**config.mk**
```make
export PLATFORM = sky130hd
export DESIGN_NAME = audio_stream_ring_refill_tracker
export DESIGN_NICKNAME = d
export VERILOG_FILES = /design/src/rtl/asrrt_pkg.sv /design/src/rtl/audio_stream_ring_refill_tracker.sv
export VERILOG_INCLUDE_DIRS = /design/src /design/src/rtl
export SDC_FILE = /design/constraint.sdc
export NUM_CORES = 2
export LEC_CHECK = 0
export BUFFER_PORTS_ARGS = -buffer_cell sky130_fd_sc_hd__buf_2
export CAP_MARGIN = 0
export CELL_PAD_IN_SITES_DETAIL_PLACEMENT = 1
export CELL_PAD_IN_SITES_GLOBAL_PLACEMENT = 2
export CORE_MARGIN = 5
export CORE_UTILIZATION = 44
export CTS_CLUSTER_DIAMETER = 200
export DETAILED_ROUTE_END_ITERATION = 6
export GPL_TIMING_DRIVEN = 0
export PLACE_DENSITY_LB_ADDON = 0.2
export SYNTH_ARGS = -nofsm -noshare
export SYNTH_HDL_FRONTEND = slang
export SYNTH_SLANG_ARGS = --single-unit
export TNS_END_PERCENT = 50
```
**constraint.sdc**
```tcl
create_clock -name i_clk -period 16.4 [get_ports i_clk]
set_input_delay 4.92 -clock i_clk [delete_from_list [all_inputs] [get_ports i_clk]]
set_output_delay 4.92 -clock i_clk [all_outputs]
set_load 0.01 [all_outputs]
```
**src/rtl/audio_stream_ring_refill_tracker_assert.svh**
```systemverilog
// ----------------------------------------------------------------------------
// Assertion macros for the playback ring refill tracker
// Concurrent property wrappers shared by the RTL of the block.
// ----------------------------------------------------------------------------
`ifndef AUDIO_STREAM_RING_REFILL_TRACKER_ASSERT_SVH
`define AUDIO_STREAM_RING_REFILL_TRACKER_ASSERT_SVH

// Same-cycle implication, quiet while reset is held.
`define ASRRT_ASSERT_HOLDS(lbl, clk, rstn, ante, cons) \
    lbl: assert property (@(posedge clk) disable iff (!(rstn)) (ante) |-> (cons)) \
        else $error("asrrt: invariant violated");

// Next-cycle implication, quiet while reset is held.
`define ASRRT_ASSERT_NEXT(lbl, clk, rstn, ante, cons) \
    lbl: assert property (@(posedge clk) disable iff (!(rstn)) (ante) |=> (cons)) \
        else $error("asrrt: sequence violated");

`endif

```
**src/rtl/asrrt_pkg.sv**
```systemverilog
// ----------------------------------------------------------------------------
// asrrt_pkg
// Beat types, operation and result codes, and the microcode ROM of the
// playback ring refill tracker.
// ----------------------------------------------------------------------------
package asrrt_pkg;

    // Input and output beats
    typedef struct packed {
        logic [1:0]  operation;
        logic [31:0] elapsed_ticks;
        logic [16:0] returned_count;
    } t_in_beat;

    typedef struct packed {
        logic [1:0]  result_kind;
        logic [15:0] fill_start;
        logic [16:0] fill_length;
        logic [31:0] play_position;
    } t_out_beat;

    // Operations
    localparam logic [1:0] OP_PAGE_TICK = 2'd0;
    localparam logic [1:0] OP_UPDATE    = 2'd1;
    localparam logic [1:0] OP_FILL_DONE = 2'd2;
    localparam logic [1:0] OP_QUERY     = 2'd3;

    // Result kinds
    localparam logic [1:0] KIND_ACK      = 2'd0;
    localparam logic [1:0] KIND_FILL_REQ = 2'd1;
    localparam logic [1:0] KIND_COMPLETE = 2'd2;
    localparam logic [1:0] KIND_POSITION = 2'd3;

    // Configuration register indexes
    localparam logic [1:0] CFG_STREAM_ON    = 2'd0;
    localparam logic [1:0] CFG_PAGE_LENGTH  = 2'd1;
    localparam logic [1:0] CFG_PAGE_TICKS   = 2'd2;
    localparam logic [1:0] CFG_SAMPLE_TIMER = 2'd3;

    // Reset values of the configuration registers
    localparam logic [15:0] RST_PAGE_LENGTH  = 16'd1024;
    localparam logic [25:0] RST_PAGE_TICKS   = 26'd32768;
    localparam logic [15:0] RST_SAMPLE_TIMER = 16'd32;

    // Fine offset scale is 32 ticks-per-timer units: a 5-bit shift
    localparam int FINE_SHIFT = 5;

    // Micro-operations
    typedef logic [4:0] t_uop;
    localparam t_uop UOP_NOP       = 5'd0;
    localparam t_uop UOP_ACK       = 5'd1;
    localparam t_uop UOP_ZPOS      = 5'd2;
    localparam t_uop UOP_TICK      = 5'd3;
    localparam t_uop UOP_DIV_TICKS = 5'd4;
    localparam t_uop UOP_DIV_STEP  = 5'd5;
    localparam t_uop UOP_DIV_FINE  = 5'd6;
    localparam t_uop UOP_DIV_POS   = 5'd7;
    localparam t_uop UOP_SET_RD    = 5'd8;
    localparam t_uop UOP_SET_WR    = 5'd9;
    localparam t_uop UOP_REQUEST   = 5'd10;
    localparam t_uop UOP_MUL       = 5'd11;
    localparam t_uop UOP_QUERY_OUT = 5'd12;
    localparam t_uop UOP_DIV_RDP   = 5'd13;
    localparam t_uop UOP_RD_MOD    = 5'd14;
    localparam t_uop UOP_WR_MOD    = 5'd15;
    localparam t_uop UOP_ADVANCE   = 5'd16;
    localparam t_uop UOP_COMPLETE  = 5'd17;

    // Jump conditions
    typedef logic [2:0] t_cond;
    localparam t_cond COND_NONE      = 3'd0;
    localparam t_cond COND_LOOP      = 3'd1;
    localparam t_cond COND_NO_REFILL = 3'd2;
    localparam t_cond COND_BAD_COUNT = 3'd3;
    localparam t_cond COND_WR_NE_RD  = 3'd4;

    typedef logic [4:0] t_upc;

    typedef struct packed {
        t_uop  uop;
        t_cond cond;
        t_upc  target;
        logic  fin;
    } t_cw;

    // Program entry points
    localparam t_upc A_ACK    = 5'd0;
    localparam t_upc A_ZPOS   = 5'd1;
    localparam t_upc A_TICK   = 5'd2;
    localparam t_upc A_UPDATE = 5'd3;
    localparam t_upc A_REQ    = 5'd12;
    localparam t_upc A_QUERY  = 5'd13;
    localparam t_upc A_FILL   = 5'd19;
    localparam t_upc A_DONE   = 5'd27;

    function automatic t_cw mk_cw(input t_uop u, input t_cond c, input t_upc t,
                                  input logic f);
        t_cw w;
        w.uop    = u;
        w.cond   = c;
        w.target = t;
        w.fin    = f;
        return w;
    endfunction

    // Microcode ROM
    function automatic t_cw ucode(input t_upc a);
        t_cw w;
        case (a)
            // stopped / trivial programs
            5'd0:  w = mk_cw(UOP_ACK,       COND_NONE,      5'd0,  1'b1);
            5'd1:  w = mk_cw(UOP_ZPOS,      COND_NONE,      5'd0,  1'b1);
            5'd2:  w = mk_cw(UOP_TICK,      COND_NONE,      5'd0,  1'b1);
            // update
            5'd3:  w = mk_cw(UOP_DIV_TICKS, COND_NONE,      5'd0,  1'b0);
            5'd4:  w = mk_cw(UOP_DIV_STEP,  COND_LOOP,      5'd4,  1'b0);
            5'd5:  w = mk_cw(UOP_DIV_FINE,  COND_NONE,      5'd0,  1'b0);
            5'd6:  w = mk_cw(UOP_DIV_STEP,  COND_LOOP,      5'd6,  1'b0);
            5'd7:  w = mk_cw(UOP_DIV_POS,   COND_NONE,      5'd0,  1'b0);
            5'd8:  w = mk_cw(UOP_DIV_STEP,  COND_LOOP,      5'd8,  1'b0);
            5'd9:  w = mk_cw(UOP_SET_RD,    COND_NONE,      5'd0,  1'b0);
            5'd10: w = mk_cw(UOP_DIV_STEP,  COND_LOOP,      5'd10, 1'b0);
            5'd11: w = mk_cw(UOP_SET_WR,    COND_NONE,      5'd0,  1'b0);
            5'd12: w = mk_cw(UOP_REQUEST,   COND_NONE,      5'd0,  1'b1);
            // query
            5'd13: w = mk_cw(UOP_DIV_TICKS, COND_NONE,      5'd0,  1'b0);
            5'd14: w = mk_cw(UOP_DIV_STEP,  COND_LOOP,      5'd14, 1'b0);
            5'd15: w = mk_cw(UOP_DIV_FINE,  COND_NONE,      5'd0,  1'b0);
            5'd16: w = mk_cw(UOP_DIV_STEP,  COND_LOOP,      5'd16, 1'b0);
            5'd17: w = mk_cw(UOP_MUL,       COND_NONE,      5'd0,  1'b0);
            5'd18: w = mk_cw(UOP_QUERY_OUT, COND_NONE,      5'd0,  1'b1);
            // fill done
            5'd19: w = mk_cw(UOP_NOP,       COND_NO_REFILL, A_ACK, 1'b0);
            5'd20: w = mk_cw(UOP_DIV_RDP,   COND_NONE,      5'd0,  1'b0);
            5'd21: w = mk_cw(UOP_DIV_STEP,  COND_LOOP,      5'd21, 1'b0);
            5'd22: w = mk_cw(UOP_RD_MOD,    COND_NONE,      5'd0,  1'b0);
            5'd23: w = mk_cw(UOP_DIV_STEP,  COND_LOOP,      5'd23, 1'b0);
            5'd24: w = mk_cw(UOP_WR_MOD,    COND_BAD_COUNT, A_DONE, 1'b0);
            5'd25: w = mk_cw(UOP_ADVANCE,   COND_NONE,      5'd0,  1'b0);
            5'd26: w = mk_cw(UOP_NOP,       COND_WR_NE_RD,  A_REQ, 1'b0);
            5'd27: w = mk_cw(UOP_COMPLETE,  COND_NONE,      5'd0,  1'b1);
            default: w = mk_cw(UOP_ACK,     COND_NONE,      5'd0,  1'b1);
        endcase
        return w;
    endfunction

endpackage

```
**src/rtl/audio_stream_ring_refill_tracker.sv**
```systemverilog
// ----------------------------------------------------------------------------
// audio_stream_ring_refill_tracker
// Read/write pointer tracker for a two-page playback ring, run by a small
// microcoded sequencer around one shared restoring divider.
// ----------------------------------------------------------------------------
// Usage:
//   Input beats (i_in_valid / o_in_ready) carry one operation: page tick,
//   update, fill done or position query. Every input beat produces exactly
//   one output beat (o_out_valid / i_out_ready): acknowledge, fill request,
//   refill complete or position.
//   One beat is worked at a time. A step counter walks a control ROM; each
//   division (ticks by page period, remainder by sample timer, position and
//   pointers by ring length) is 32 passes of the shared divider. The next
//   beat is taken in the cycle after the result is loaded, even while that
//   result still waits; no new beat is taken while a program runs.
//   When the receiver stalls, the result holds in the output register and
//   the sequencer holds at its final step until space frees. Reset clears
//   the pointers, page count and refill state, loads default configuration
//   and leaves both channels empty. Configuration writes land at once; write
//   only while idle. A write to stream_on also clears the pointers.
// ----------------------------------------------------------------------------
`include "audio_stream_ring_refill_tracker_assert.svh"

module audio_stream_ring_refill_tracker #(
    parameter int MAX_PAGE_LEN = 32768
) (
    input  logic                 i_clk,
    input  logic                 i_rst_n,
    input  logic                 i_in_valid,
    output logic                 o_in_ready,
    input  asrrt_pkg::t_in_beat  i_in,
    output logic                 o_out_valid,
    input  logic                 i_out_ready,
    output asrrt_pkg::t_out_beat o_out,
    input  logic                 i_cfg_we,
    input  logic [1:0]           i_cfg_index,
    input  logic [25:0]          i_cfg_data
);
    import asrrt_pkg::*;

    // Configuration
    logic        r_stream_on,    n_stream_on;
    logic [15:0] r_page_length,  n_page_length;
    logic [25:0] r_page_ticks,   n_page_ticks;
    logic [15:0] r_sample_timer, n_sample_timer;

    // Architectural state
    logic [31:0] r_page_count,    n_page_count;
    logic [15:0] r_read_pointer,  n_read_pointer;
    logic [15:0] r_write_pointer, n_write_pointer;
    logic [16:0] r_pending,       n_pending;
    logic        r_refilling,     n_refilling;

    // Sequencer
    logic        r_busy, n_busy;
    t_upc        r_upc,  n_upc;
    logic [4:0]  r_bit_cnt, n_bit_cnt;
    t_in_beat    r_item, n_item;

    // Datapath
    logic [31:0] r_dvd, n_dvd;   // dividend in, quotient out
    logic [25:0] r_rem, n_rem;
    logic [25:0] r_dsr, n_dsr;
    logic [31:0] r_a,   n_a;     // page number
    logic [31:0] r_b,   n_b;     // page number times page length
    logic [16:0] r_rd,  n_rd;
    logic [16:0] r_wr,  n_wr;

    // Output register
    logic        r_out_valid, n_out_valid;
    t_out_beat   r_out,       n_out;

    t_cw         cw;
    logic        step_en;
    logic        accept;
    t_upc        entry;
    logic [15:0] pl_floor;
    logic [15:0] eff_page;
    logic [16:0] ring;
    logic [25:0] per;
    logic [25:0] tim;
    logic [26:0] div_try;
    logic [26:0] dsr_ext;
    logic [26:0] div_diff;
    logic        div_ge;
    logic [31:0] mul_full;
    logic [16:0] req_len;
    logic [17:0] adv_sum;
    logic        bad_count;
    logic        jump;

    assign o_in_ready  = !r_busy;
    assign o_out_valid = r_out_valid;
    assign o_out       = r_out;
    assign accept      = i_in_valid && !r_busy;

    // Effective page length: floor to 32, never zero, clamp to the maximum
    always_comb begin
        pl_floor = r_page_length & ~16'd31;
        eff_page = pl_floor;
        if (pl_floor == 16'd0) begin
            eff_page = 16'd32;
        end
        if (32'(pl_floor) > 32'(MAX_PAGE_LEN)) begin
            eff_page = MAX_PAGE_LEN[15:0];
        end
    end

    assign ring = {eff_page, 1'b0};
    assign per  = (r_page_ticks == 26'd0) ? 26'd1 : r_page_ticks;
    assign tim  = (r_sample_timer == 16'd0) ? 26'd1 : 26'(r_sample_timer);

    // One restoring divider pass: shift in the next dividend bit, try subtract
    assign dsr_ext  = {1'b0, r_dsr};
    assign div_try  = {r_rem, r_dvd[31]};
    assign div_ge   = div_try >= dsr_ext;
    assign div_diff = div_try - dsr_ext;

    // Position wraps modulo 2^32: keep the low product bits only
    assign mul_full = r_a * 32'(eff_page);

    // Next request runs to the read pointer, or to the ring end
    assign req_len   = (r_rd > r_wr) ? (r_rd - r_wr) : (ring - r_wr);
    assign adv_sum   = {1'b0, r_wr} + {1'b0, r_item.returned_count};
    assign bad_count = (r_item.returned_count == 17'd0) ||
                       (r_item.returned_count > r_pending);

    assign cw      = ucode(r_upc);
    assign step_en = r_busy && !(cw.fin && r_out_valid && !i_out_ready);

    // Program entry by operation; a stopped stream acknowledges, or answers a query with position zero
    always_comb begin
        if (!r_stream_on) begin
            entry = (i_in.operation == OP_QUERY) ? A_ZPOS : A_ACK;
        end else begin
            case (i_in.operation)
                OP_PAGE_TICK: entry = A_TICK;
                OP_UPDATE:    entry = A_UPDATE;
                OP_FILL_DONE: entry = A_FILL;
                OP_QUERY:     entry = A_QUERY;
                default:      entry = A_ACK;
            endcase
        end
    end

    always_comb begin
        case (cw.cond)
            COND_LOOP:      jump = (r_bit_cnt != 5'd0);
            COND_NO_REFILL: jump = !r_refilling;
            COND_BAD_COUNT: jump = bad_count;
            COND_WR_NE_RD:  jump = (r_wr != r_rd);
            default:        jump = 1'b0;
        endcase
    end

    always_comb begin
        n_stream_on     = r_stream_on;
        n_page_length   = r_page_length;
        n_page_ticks    = r_page_ticks;
        n_sample_timer  = r_sample_timer;
        n_page_count    = r_page_count;
        n_read_pointer  = r_read_pointer;
        n_write_pointer = r_write_pointer;
        n_pending       = r_pending;
        n_refilling     = r_refilling;
        n_busy          = r_busy;
        n_upc           = r_upc;
        n_bit_cnt       = r_bit_cnt;
        n_item          = r_item;
        n_dvd           = r_dvd;
        n_rem           = r_rem;
        n_dsr           = r_dsr;
        n_a             = r_a;
        n_b             = r_b;
        n_rd            = r_rd;
        n_wr            = r_wr;
        n_out_valid     = r_out_valid;
        n_out           = r_out;

        // Configuration writes; opening or closing the stream clears state
        if (i_cfg_we) begin
            case (i_cfg_index)
                CFG_STREAM_ON: begin
                    n_stream_on     = i_cfg_data[0];
                    n_page_count    = 32'd0;
                    n_read_pointer  = 16'd0;
                    n_write_pointer = 16'd0;
                    n_pending       = 17'd0;
                    n_refilling     = 1'b0;
                end
                CFG_PAGE_LENGTH:  n_page_length  = i_cfg_data[15:0];
                CFG_PAGE_TICKS:   n_page_ticks   = i_cfg_data;
                CFG_SAMPLE_TIMER: n_sample_timer = i_cfg_data[15:0];
                default: ;
            endcase
        end

        if (accept) begin
            n_item = i_in;
            n_busy = 1'b1;
            n_upc  = entry;
        end

        if (r_out_valid && i_out_ready) begin
            n_out_valid = 1'b0;
        end

        if (step_en) begin
            case (cw.uop)
                UOP_ACK: begin
                    n_out = '{KIND_ACK, 16'd0, 17'd0, 32'd0};
                end
                UOP_ZPOS: begin
                    n_out = '{KIND_POSITION, 16'd0, 17'd0, 32'd0};
                end
                UOP_TICK: begin
                    n_page_count = r_page_count + 32'd1;
                    n_out        = '{KIND_ACK, 16'd0, 17'd0, 32'd0};
                end
                UOP_DIV_TICKS: begin
                    n_dvd     = r_item.elapsed_ticks;
                    n_dsr     = per;
                    n_rem     = 26'd0;
                    n_bit_cnt = 5'd31;
                end
                UOP_DIV_STEP: begin
                    n_rem     = div_ge ? div_diff[25:0] : div_try[25:0];
                    n_dvd     = {r_dvd[30:0], div_ge};
                    n_bit_cnt = r_bit_cnt - 5'd1;
                end
                UOP_DIV_FINE: begin
                    // page number on a copy; remainder scaled for the fine offset
                    n_a       = r_page_count + r_dvd;
                    n_dvd     = 32'({r_rem, FINE_SHIFT'(0)});
                    n_dsr     = tim;
                    n_rem     = 26'd0;
                    n_bit_cnt = 5'd31;
                end
                UOP_DIV_POS: begin
                    n_dvd     = (r_a[0] ? 32'(eff_page) : 32'd0) + r_dvd;
                    n_dsr     = 26'(ring);
                    n_rem     = 26'd0;
                    n_bit_cnt = 5'd31;
                end
                UOP_SET_RD: begin
                    n_rd           = r_rem[16:0] & ~17'd3;
                    n_read_pointer = r_rem[15:0] & ~16'd3;
                    n_dvd          = 32'(r_write_pointer);
                    n_dsr          = 26'(ring);
                    n_rem          = 26'd0;
                    n_bit_cnt      = 5'd31;
                end
                UOP_SET_WR: begin
                    n_wr            = r_rem[16:0];
                    n_write_pointer = r_rem[15:0];
                end
                UOP_REQUEST: begin
                    n_pending   = req_len;
                    n_refilling = 1'b1;
                    n_out       = '{KIND_FILL_REQ, r_wr[15:0], req_len, 32'd0};
                end
                UOP_MUL: begin
                    n_b = mul_full;
                end
                UOP_QUERY_OUT: begin
                    n_out = '{KIND_POSITION, 16'd0, 17'd0, r_b + r_dvd};
                end
                UOP_DIV_RDP: begin
                    n_dvd     = 32'(r_read_pointer);
                    n_dsr     = 26'(ring);
                    n_rem     = 26'd0;
                    n_bit_cnt = 5'd31;
                end
                UOP_RD_MOD: begin
                    n_rd      = r_rem[16:0];
                    n_dvd     = 32'(r_write_pointer);
                    n_dsr     = 26'(ring);
                    n_rem     = 26'd0;
                    n_bit_cnt = 5'd31;
                end
                UOP_WR_MOD: begin
                    n_wr = r_rem[16:0];
                end
                UOP_ADVANCE: begin
                    // wrap to zero at the ring end
                    if (adv_sum >= {1'b0, ring}) begin
                        n_wr = 17'd0;
                    end else begin
                        n_wr = adv_sum[16:0];
                    end
                    n_write_pointer = n_wr[15:0];
                end
                UOP_COMPLETE: begin
                    n_refilling = 1'b0;
                    n_pending   = 17'd0;
                    n_out       = '{KIND_COMPLETE, r_wr[15:0], 17'd0, 32'd0};
                end
                default: ;
            endcase

            if (cw.fin) begin
                n_out_valid = 1'b1;
                n_busy      = 1'b0;
            end else if (jump) begin
                n_upc = cw.target;
            end else begin
                n_upc = r_upc + t_upc'(1);
            end
        end
    end

    // Control and architectural state
    always_ff @(posedge i_clk) begin
        if (!i_rst_n) begin
            r_stream_on     <= 1'b0;
            r_page_length   <= RST_PAGE_LENGTH;
            r_page_ticks    <= RST_PAGE_TICKS;
            r_sample_timer  <= RST_SAMPLE_TIMER;
            r_page_count    <= 32'd0;
            r_read_pointer  <= 16'd0;
            r_write_pointer <= 16'd0;
            r_pending       <= 17'd0;
            r_refilling     <= 1'b0;
            r_busy          <= 1'b0;
            r_upc           <= A_ACK;
            r_bit_cnt       <= 5'd0;
            r_out_valid     <= 1'b0;
        end else begin
            r_stream_on     <= n_stream_on;
            r_page_length   <= n_page_length;
            r_page_ticks    <= n_page_ticks;
            r_sample_timer  <= n_sample_timer;
            r_page_count    <= n_page_count;
            r_read_pointer  <= n_read_pointer;
            r_write_pointer <= n_write_pointer;
            r_pending       <= n_pending;
            r_refilling     <= n_refilling;
            r_busy          <= n_busy;
            r_upc           <= n_upc;
            r_bit_cnt       <= n_bit_cnt;
            r_out_valid     <= n_out_valid;
        end
    end

    // Payload registers
    always_ff @(posedge i_clk) begin
        r_item <= n_item;
        r_dvd  <= n_dvd;
        r_rem  <= n_rem;
        r_dsr  <= n_dsr;
        r_a    <= n_a;
        r_b    <= n_b;
        r_rd   <= n_rd;
        r_wr   <= n_wr;
        r_out  <= n_out;
    end

    // An accepted beat starts a program
    `ASRRT_ASSERT_NEXT(a_accept_starts, i_clk, i_rst_n, accept, r_busy)
    // A refill in flight always has a nonzero request outstanding
    `ASRRT_ASSERT_HOLDS(a_refill_pending, i_clk, i_rst_n, r_refilling, r_pending != 17'd0)
    // No request outstanding once the refill has ended
    `ASRRT_ASSERT_HOLDS(a_idle_no_pending, i_clk, i_rst_n, !r_refilling, r_pending == 17'd0)
    // Divider remainder stays below the divisor on every pass
    `ASRRT_ASSERT_HOLDS(a_div_rem_bound, i_clk, i_rst_n,
        step_en && (cw.uop == UOP_DIV_STEP), r_rem < r_dsr)

endmodule
```
==> flow_metrics.tcl <==
set metrics [dict create \
    status "completed" \
    min_to "r_pending[6]" \
    stdcell_count 4660 \
    post-route-min-period_ps 8530 \
    setup-tns-final_ps 0 \
    h-tree-depth 2 \
    cts_setup_buffers 0 \
    syn-num-nets 3974 \
    synth_ff_type "edfxtp_1" \
    end_kind "flop" \
    synthTopCellsByArea "edfxtp_1 (26%), fa_1 (11%), ha_1 (11%)" \
    dp_cells 4559 \
    io_pins 153 \
    path_delay_family "adder cells" \
    r2r_start "r_page_length[15]" \
    wl_per_cell_um 24.9 \
    slew_violations 0 \
    gr-max-usage-layer "met2" \
    worstReg2RegEnd "r_b[30]" \
    netlist_area_um2 32800 \
    fmax_ghz 0.117 \
    leakagePower_nw 15.4 \
    hold_path_startpoint "r_pending[6]" \
    grt-ovfl-total 0 \
    max_slew_margin 0.150 \
    num_vias 27400 \
    rr_worst_depth 21 \
    worst-path-buf-inv 3 \
    synth_top_area_frac 0.264 \
    p_clk_frac 0.424 \
    finalSetupViolCount 0 \
    yosys.area.top_type "edfxtp_1" \
    grt_pass1_wl_mm 176 \
    setup_ws_ps 7870 \
    cap_viol_max_count 0 \
    finish.utilization 0.496 \
    seqPwrFrac 0.425 \
    first_pass_iters 7 \
    wl_mm 116 \
    p_per_area_nw_per_um2 80.2 \
    dpl-instance-area_um2 34900 \
    avgSynthCellArea_um2 9.57 \
    clkSlewWorstSetupHoldPaths_ps 60 \
    grtUsageMet1 0.392 \
    tritoncts "done" \
    cts_buffer_depth 3 \
    synth_edf_count 288 \
    nets 4190 \
    skew_ps 31.8 \
    grt_max_degree 33 \
    crit_path_top_delay_cell "nor2b_1" \
    area_growth_pct 12.1 \
    crit_chain "clkbuf_1 -> nor2b_1 -> clkbuf_1 -> nand2_1 -> fa_1 -> inv_1 -> fa_1 -> fa_1 -> fa_1 -> fa_1 -> ha_1 -> ha_1 -> or3_1 -> or2_2 -> o22ai_2 -> o211ai_1 -> nand3_1 -> nand3_1 -> or4_1 -> a2111o_1 -> o211ai_1" \
    cts_hold_buf 0 \
    yosysWarnings 0 \
    drc 0 \
    place_ws_ps 7900 \
    met2_usage 0.462 \
    hold_viol 0 \
    max-vdd-ir-drop_mv 0.0752 \
    drt-vias-per-instance 5.87 \
    clk-insertion-delay-late_ps 630 \
    die_x_um 283 \
    start_util 0.442 \
    crit_required_ps 16810 \
    comb_power_share 0.151 \
    p_sw_frac 0.277 \
    coreArea_um2 74200 \
    clockRootBuffer "clkbuf_16" \
    drive_above_1_share 0.0837 \
    place_congestion 0.926 \
    post-route-period-util 0.520 \
    p_int_mw 2.13 \
    path_common_cell "fa_1" \
    netlist_instances 3429 \
    ant_nets 0 \
    async_flop_share 0 \
    rsz0062_at_grt "false" \
    die-area_um2 80100 \
    fillCellCount 8408 \
    regArea_um2 11800 \
    multiInputGateArea_um2 19300 \
    grt_pass1_vias 28900 \
    worstMarginPinSlew_ps 1270 \
    ys_ff_latch 445 \
    p_sw_mw 0.817 \
    die_h_um 283 \
    rows 100 \
    antenna_found_initial 7 \
    grt_use_total 0.280 \
    power_mw 2.95 \
    io_buffers 152 \
    cts_resized 0 \
    cts_buffers 53 \
    criticalPathCategory "reg -> reg" \
    hp-class "reg -> reg" \
    hold_depth 2 \
    drt_iter0_drc 2285 \
    synth.yosys.seq_area_share 0.359 \
    grtUsageMet3 0.0375 \
    clock-sinks 445 \
    cp.arrival_ps 8930 \
    cp_slowest_stage_delay_ps 890 \
    r2r_slack_ps 7870 \
    dp_hpwl_mm 93.2 \
    synth.distinct_cells 88 \
    holdWs_ps 453 \
    start_kind "flop" \
    cp_max_fo 10 \
    fin_area_um2 36800 \
]
## power groups by stage
stage	sequential [mW]	combinational [mW]	clock, mW
6_report	1.25	0.446	1.25
5_1_grt	1.25	0.494	1.33
4_1_cts	1.25	0.448	1.27
3_5_place_dp	1.28	0.443	0
3_3_place_gp	1.28	0.422	0
2_1_floorplan	1.27	0.286	0
## layout by cell type, fill, tap and decap left out, types with 35 or more instances in the layout
cell type  count
nor3_1        61
and2_1       182
inv_1        318
nand2_1      375
a22oi_1       37
nor2_1       230
a21oi_1      219
mux2i_1       35
xnor2_1      124
xor2_1        55
buf_2        163
o21ai_0      132
a21o_1        49
clkbuf_16     57
fa_1         179
nand3_1       92
dfxtp_1      157
clkbuf_1     121
edfxtp_1     288
ha_1         282
## cells in the mapped netlist, types with 33 or more instances
cell / instances
a21o_1: 49
a21oi_1: 221
a22oi_1: 37
and2_1: 182
clkbuf_1: 112
dfxtp_1: 157
edfxtp_1: 288
fa_1: 179
ha_1: 282
inv_1: 319
mux2i_1: 35
nand2_1: 375
nand3_1: 92
nor2_1: 231
nor2b_1: 33
nor3_1: 61
o21ai_0: 132
xnor2_1: 124
xor2_1: 55
## worst reg2reg max path, stage by stage (launching register included)
cell	delay [ps]
dfxtp_1	350
clkbuf_1	410
nor2b_1	900
clkbuf_1	880
nand2_1	200
fa_1	550
inv_1	60
fa_1	470
fa_1	530
fa_1	520
fa_1	500
ha_1	320
ha_1	230
or3_1	410
or2_2	300
o22ai_2	180
o211ai_1	210
nand3_1	140
nand3_1	130
or4_1	470
a2111o_1	380
o211ai_1	170
## logic make-up (layout without fill, tap and decap cells)
logic type / after synthesis / after routing / share of synthesized area
xor+xnor: 179 / 179 / 0.0478
compound gates: 710 / 710 / 0.143
mux: 39 / 39 / 0.0121
fa+ha+maj: 461 / 461 / 0.217
flops: 445 / 445 / 0.359
other cells: 0 / 1 / 0
buf+inv: 458 / 719 / 0.0537
simple gates: 1137 / 1137 / 0.167
## layout make-up
class / instances / area share
timing repair buffer: 161 / 0.0238
multi-input combinational: 2526 / 0.525
buffer: 139 / 0.0154
inverter: 319 / 0.0326
tap: 969 / 0.0330
clock inverter: 30 / 0.00878
sequential: 445 / 0.321
antenna: 1 / 0.0000681
clock buffer: 70 / 0.0412
## flip-flops by register name (all words and copies together) (netlist names)
name,count
r_bit_cnt,5
r_a,27
r_upc,5
r_read_pointer,16
r_stream_on,1
r_busy,1
r_rd,17
r_write_pointer,16
r_item,49
r_pending,17
r_b,27
r_refilling,1
o_out,67
r_page_count,27
r_wr,17
r_page_length,11
r_page_ticks,26
r_dsr,26
r_rem,26
o_out_valid,1
cw,14
r_sample_timer,16
r_dvd,32
## worst max path at each step
stage	start	end	cells after the start
finish	r_page_length[15]	r_b[30]	21
global route	r_page_length[15]	r_b[30]	21
CTS	r_page_length[15]	r_b[30]	21
detailed placement	r_page_length[15]	r_b[30]	21
global placement	i_out_ready	r_b[20]	6
floorplan	i_out_ready	o_out[0]	5
## layer usage
metal  vias up  part of all wire
met3       176             0.062
met4         0             0.028
met2       844              0.46
met5         -                 0
met1     13900              0.45
li1      12400                 -
(Power assumes the default switching activity.)
